File: src/hw/rtl/v3n_pkg.sv
// Package for the 3D vector normalizer: payload structs, widths and constants.
// Used by every module in hw/rtl; depends on nothing.
`default_nettype none
package v3n_pkg;
   localparam int unsigned COMP_W = 32;
   localparam int unsigned SUM_W = 66;
   localparam int unsigned LEN_W = 32;
   localparam int unsigned MINLEN_W = 16;
   localparam int unsigned FRAC_W = 16;
   localparam int unsigned QDEPTH_DEFAULT = 4;

   typedef struct packed {
      logic signed [COMP_W-1:0] comp_x;
      logic signed [COMP_W-1:0] comp_y;
      logic signed [COMP_W-1:0] comp_z;
   } req_type;

   typedef struct packed {
      logic signed [COMP_W-1:0] unit_x;
      logic signed [COMP_W-1:0] unit_y;
      logic signed [COMP_W-1:0] unit_z;
      logic [LEN_W-1:0] length;
      logic degenerate;
   } rsp_type;

   // Item handed from the front part (length and classification) to the back part.
   typedef struct packed {
      logic signed [COMP_W-1:0] comp_x;
      logic signed [COMP_W-1:0] comp_y;
      logic signed [COMP_W-1:0] comp_z;
      logic [LEN_W-1:0] length;
      logic degenerate;
   } job_type;

   function automatic logic [COMP_W-1:0] mag32(input logic [COMP_W-1:0] v);
      mag32 = v[COMP_W-1] ? (~v + 1'b1) : v;
   endfunction
endpackage
`default_nettype wire

File: src/hw/rtl/v3n_queue.sv
// Short FIFO between front and back parts. Depends on v3n_pkg.
`default_nettype none
module v3n_queue #(
   parameter int unsigned DEPTH = v3n_pkg::QDEPTH_DEFAULT
) (
   input  wire logic clock,
   input  wire logic reset,
   input  wire logic wr_en,
   input  wire v3n_pkg::job_type wr_data,
   input  wire logic rd_en,
   output logic rd_valid,
   output v3n_pkg::job_type rd_data,
   output logic [$clog2(DEPTH+1)-1:0] count
);
   localparam int unsigned AW = (DEPTH > 1) ? $clog2(DEPTH) : 1;
   v3n_pkg::job_type mem_ff [DEPTH];
   logic [AW-1:0] wp_ff, rp_ff;
   logic [$clog2(DEPTH+1)-1:0] cnt_ff;

   always_ff @(posedge clock) begin
      if (reset) begin
         wp_ff <= '0;
         rp_ff <= '0;
         cnt_ff <= '0;
      end else begin
         if (wr_en) wp_ff <= (wp_ff == AW'(DEPTH-1)) ? '0 : wp_ff + 1'b1;
         if (rd_en) rp_ff <= (rp_ff == AW'(DEPTH-1)) ? '0 : rp_ff + 1'b1;
         cnt_ff <= cnt_ff + (wr_en ? 1'b1 : 1'b0) - (rd_en ? 1'b1 : 1'b0);
      end
      if (wr_en) mem_ff[wp_ff] <= wr_data;
   end

   assign rd_valid = cnt_ff != '0;
   assign rd_data = mem_ff[rp_ff];
   assign count = cnt_ff;
endmodule
`default_nettype wire

File: config.mk
export PLATFORM = sky130hd
export DESIGN_NAME = v3n_queue
export DESIGN_NICKNAME = d
export VERILOG_FILES = /design/src/hw/rtl/v3n_pkg.sv /design/src/hw/rtl/v3n_queue.sv
export SDC_FILE = /design/constraint.sdc
export NUM_CORES = 1
export LEC_CHECK = 0
export BUFFER_PORTS_ARGS = -buffer_cell sky130_fd_sc_hd__buf_2
export CORE_ASPECT_RATIO = 1.2
export CORE_MARGIN = 4
export CORE_UTILIZATION = 35
export DETAILED_ROUTE_END_ITERATION = 10
export SYNTH_ARGS = -nofsm -noshare
export SYNTH_HDL_FRONTEND = slang
export SYNTH_SLANG_ARGS = --single-unit
File: constraint.sdc
create_clock -name clock -period 13.15 [get_ports clock]
set_input_delay 3.2875 -clock clock [delete_from_list [all_inputs] [get_ports clock]]
set_output_delay 3.2875 -clock clock [all_outputs]
set_load 0.02 [all_outputs]
* Yosys cells after proc, flatten, opt, wreduce, memory -nomap -nowiden
Memories as Yosys holds them, arrays and structs flattened. A register that Yosys moved wholly into a read port is not among the register bits. Index checks and enable logic that the tools add are counted.
Word-level totals: register bits after elaboration 7, latch bits 0, memory bits (writable) 516, memory bits (read-only) 0, bits of input ports 133, word-level logic and storage cells 19, memories kept 1
Memory list:
- mem_ff | depth 4, bits a word 129, rd ports 1, clocked after Yosys merged registers in 1, wr ports 1, line v3n_queue.sv:16 | v3n_pkg::job_type mem_ff [DEPTH];
Operators by class: add/subtract/negate cells 4, multipliers 0, div/mod/pow operators 0, magnitude comparators 0, eq/ne operators 2, shift-type cells 0, mux-type cells 8, bitwise gates (word level) 0, reductions and logical operators 1
Operators with widths (number):
- $mux W2 | 4
- $add A2 B1 Y2 const B | 2
- $eq A2 B2 Y1 const B | 2
- $mux W1 | 4
- $add A3 B1 Y3 | 1
- $reduce_bool A3 Y1 | 1
- $sub A3 B1 Y3 | 1

* Longest topological paths before layout
word-level depth 4, gate-level depth with buffers 8

* Worst setup path after synthesis
No wires, ideal clock.
path kind input-to-reg, start input port wr_en, end memory mem_ff[0][0] in the netlist's numbering, enable pin, setup time 503 ps, arrival time 6243 ps, required time 12647 ps, setup slack 6404 ps, stages on the path 1, cells stage by stage and2_1
Between the ends: word-level cells in the longest chain between the ends 2
Ends and longest elaborated chain:
- start: declaration | line v3n_queue.sv:8 | input wire logic wr_en,
- $mux W1 | line v3n_queue.sv:30 | if (wr_en) mem_ff[wp_ff] <= wr_data;
- $mux W1 (not written as such) | line v3n_queue.sv:30
- end: declaration | line v3n_queue.sv:16
No other way between the ends.

==> summary.txt <==
Synth
  • Post-synth ARST share: 0%
  • Cells after Synth: 714
  • Top post-synthesis cells by area: edfxtp_1, mux4_2, dfxtp_1
  • Syn_area_per_cell: 26.70 um2
  • Yosys top cell by area: edfxtp_1
  • YS warnings: 0
  • Commonest cells in the synthesized netlist: edfxtp_1, mux4_2, buf_6
  • #FFs+latches synth: between 500 and 600
  • Register area share after synthesis: roughly 82%
  • Synthesized Nets: around 860
  • Post-synth EDFFs: 516
  • Synth top area share: approximately four fifths
  • Yosys cell types: 19
  • Main synth FF type: edfxtp_1
  • Top-count cell post-synth: edfxtp_1
  • Mapped Area: 19060 um2

Worst setup path
  • Worst path required time: 9860 ps
  • Reg2reg setup slack: roughly 11000 ps
  • Critical path type: flop to output port
  • Critical path launch point type: flop
  • CP Cell Sequence: buf_4 -> buf_4 -> mux4_2 -> buf_2
  • WP buf/inv: 3
  • Cell mode on critical path: buf_4
  • Critical path arrival: 3360 ps
  • Worst path max stage delay: roughly 730 ps
  • CP endpoint kind: output port
  • Crit-path max FO: 37
  • Crit-path leading delay family: buffers and inverters
  • Critical-path top delay cell: buf_4

Clock network
  • CTS resizes: 0
  • Worst-Skew Late Latency: ~570 ps
  • Num CTS Buffers: 52
  • H-tree Lvls: 2
  • TritonCTS clock tree: yes
  • CTS max path bufs: 3
  • Clock Tree Root: clkbuf_16
  • Clock-pin slew on the worst setup and hold paths: 60 ps
  • Cts hold-fix bufs: 0
  • Post-CTS setup buffers: 0
  • Clk sink count: 525

Floorplanning
  • IO Count: 266
  • Initial core utilization: 35.46%
  • Die Span X: 221.0 um
  • Die H: ~260 um
  • Core region area: 53760 um2
  • Die area: 58280 um2
  • Rows: 93

Finish
  • Layout area overhead: 19.64%
  • Fill cell count: between 4000 and 5000
  • Register area: 15680 um2
  • Fin nets: around 1200
  • Area of the multi-input gates: 3158 um2
  • Finished Layout Cells: ~1800
  • Layout cells sized above 1: 45.88%
  • Final Instance Area: 22810 um2

Global route
  • Vias in the first global route: about 9300
  • Grt total ovfl: 0
  • Largest net degree at the start of global routing: 58
  • Gr usage total: 12.53%
  • Initial antenna violation count: 3
  • First-pass GRT wire length: 56570 um

Detailed routing
  • Starting DRT DRC Count: 614
  • Antenna-violating nets left: 0
  • Via count: 8480
  • Routed met3 length: 2251 um
  • WL/cell: 21.00 um
  • # DRC: 0
  • Top Layer Used: met5
  • Drt pass-1 iters: 4
  • Routed Wire Length: 37180 um
  • Routed vias/inst: 4.791
  • Wire length on met2: 19330 um
  • Metal-1 WL: 14770 um

Timing
  • Final Max Slew Viols: 0
  • Worst rel slew slack: 38.25%
  • Max frequency: around 0.15 GHz
  • Final setup violation count: 0
  • Period minus WS final: roughly 6600 ps
  • Setup TNS: 0 ps
  • RSZ-0062 raised after global routing: false
  • Hold Vio Cnt, Final: 0
  • Setup WS post-layout: 6503 ps
  • Final Cycle Share: 50.55%
  • Clk_skew: 13.54 ps
  • Worst-margin pin slew: between 900 and 1000 ps

Pwr
  • Static Leak: 7.565 nW
  • Max VDD drop: between 0.0001 and 0.00015 V
  • Total Power: 3.692 mW
  • Pwr Density: 161.9 nW/um2

Placed design
  • Post-placement cell area: 21170 um2
  • Place WS: 6918 ps
  • PortBufs: 265
  • Placed Cells: around 1700
  • Dpl hpwl: 22500 um
  • Routability Congestion: ~0.68

Worst hold path
  • Hold Crit Class: flop to flop

Run status
  • Status: completed

Flow run
  • Max cap viols: 0
==> flip-flops by register name, summed over array words and instances, names as in the netlist, named ones only <==
| signal | flops |
|---|---|
| mem_ff | 516 |
| count | 3 |
| rp_ff | 2 |
| wp_ff | 2 |
==> worst register-to-register path: cells and delay by family (launching register included) <==
kind | cells | cell delay [ps]
adder cells (fa/ha/maj) | 1 | 150
buffers and inverters | 2 | 850
flip-flops | 1 | 340
AND/OR/NAND/NOR | 1 | 680
==> where the power goes <==
part           total [mW]  internal (mW)  leakage (nW)  switching [mW]
Clock                1.42          0.831         0.791           0.588
Combinational       0.341          0.137          1.96           0.204
Sequential           1.93           1.91          4.82          0.0205
Total                3.69           2.88          7.57           0.812
==> area by class of cell <==
type,instances,area share (%)
Antenna cell,3,0.03291
Clock buffer,63,5.979
Clock inverter,28,1.152
Inverter,5,0.08229
Multi-Input combinational cell,156,13.85
Sequential cell,525,68.76
Tap cell,712,3.906
Timing Repair Buffer,278,6.243
==> stage by stage <==
stage / util [%] / hold slack [ps]
after floorplan: - / 468.5
after global placement: 39.39 / 481.3
after detailed placement: 39.39 / 502.7
after CTS: 42.41 / 513.7
after global routing: 42.42 / 541.0
final: 42.43 / 509.6
==> cells by family after synthesis <==
group,Yosys count,synth area share [%]
AO/OA/AOI/OAI,2,0.05251
XOR/XNOR,1,0.1181
adder cells (fa/ha/maj),8,0.5644
buffers and inverters,33,1.260
flip-flops,525,82.23
multiplexers,131,15.35
AND/OR/NAND/NOR,14,0.4332
==> worst paths after layout <==
path	endpoint	startpoint	cells past startpoint
hold reg to reg	flop	rp_ff[0]$_SDFFE_PP0P_	2
setup reg to reg	mem_ff[2][66]$_DFFE_PP_	wp_ff[0]$_SDFFE_PP0P_	4
setup / recovery	rd_data[102]	flop	4
hold / removal	flop	rp_ff[0]$_SDFFE_PP0P_	2
==> layout by cell type (no fill, tap or decap), types with 3 or more instances in the layout <==
cell type  Yosys  routed
ha_1           7       7
buf_2          9     265
buf_4          2      13
mux4_2       129     129
diode_2        0       3
inv_1          5       5
clkbuf_16      0      53
edfxtp_1     516     516
clkinv_2       0       7
clkinv_1       0      12
bufinv_16      0       5
and2_4         0       4
dfxtp_1        9       7
nor2_1         4       4
clkbuf_1       4      10
==> routing by layer <==
| layer | track usage, % | vias to the layer above |
|---|---|---|
| met5 | 0 | - |
| li1 | - | 3698 |
| met2 | 21.80 | 205 |
| met4 | 3.611 | 2 |
| met1 | 15.31 | 4519 |
| met3 | 3.634 | 56 |
No activity file was read; power rests on OpenSTA's default activity.
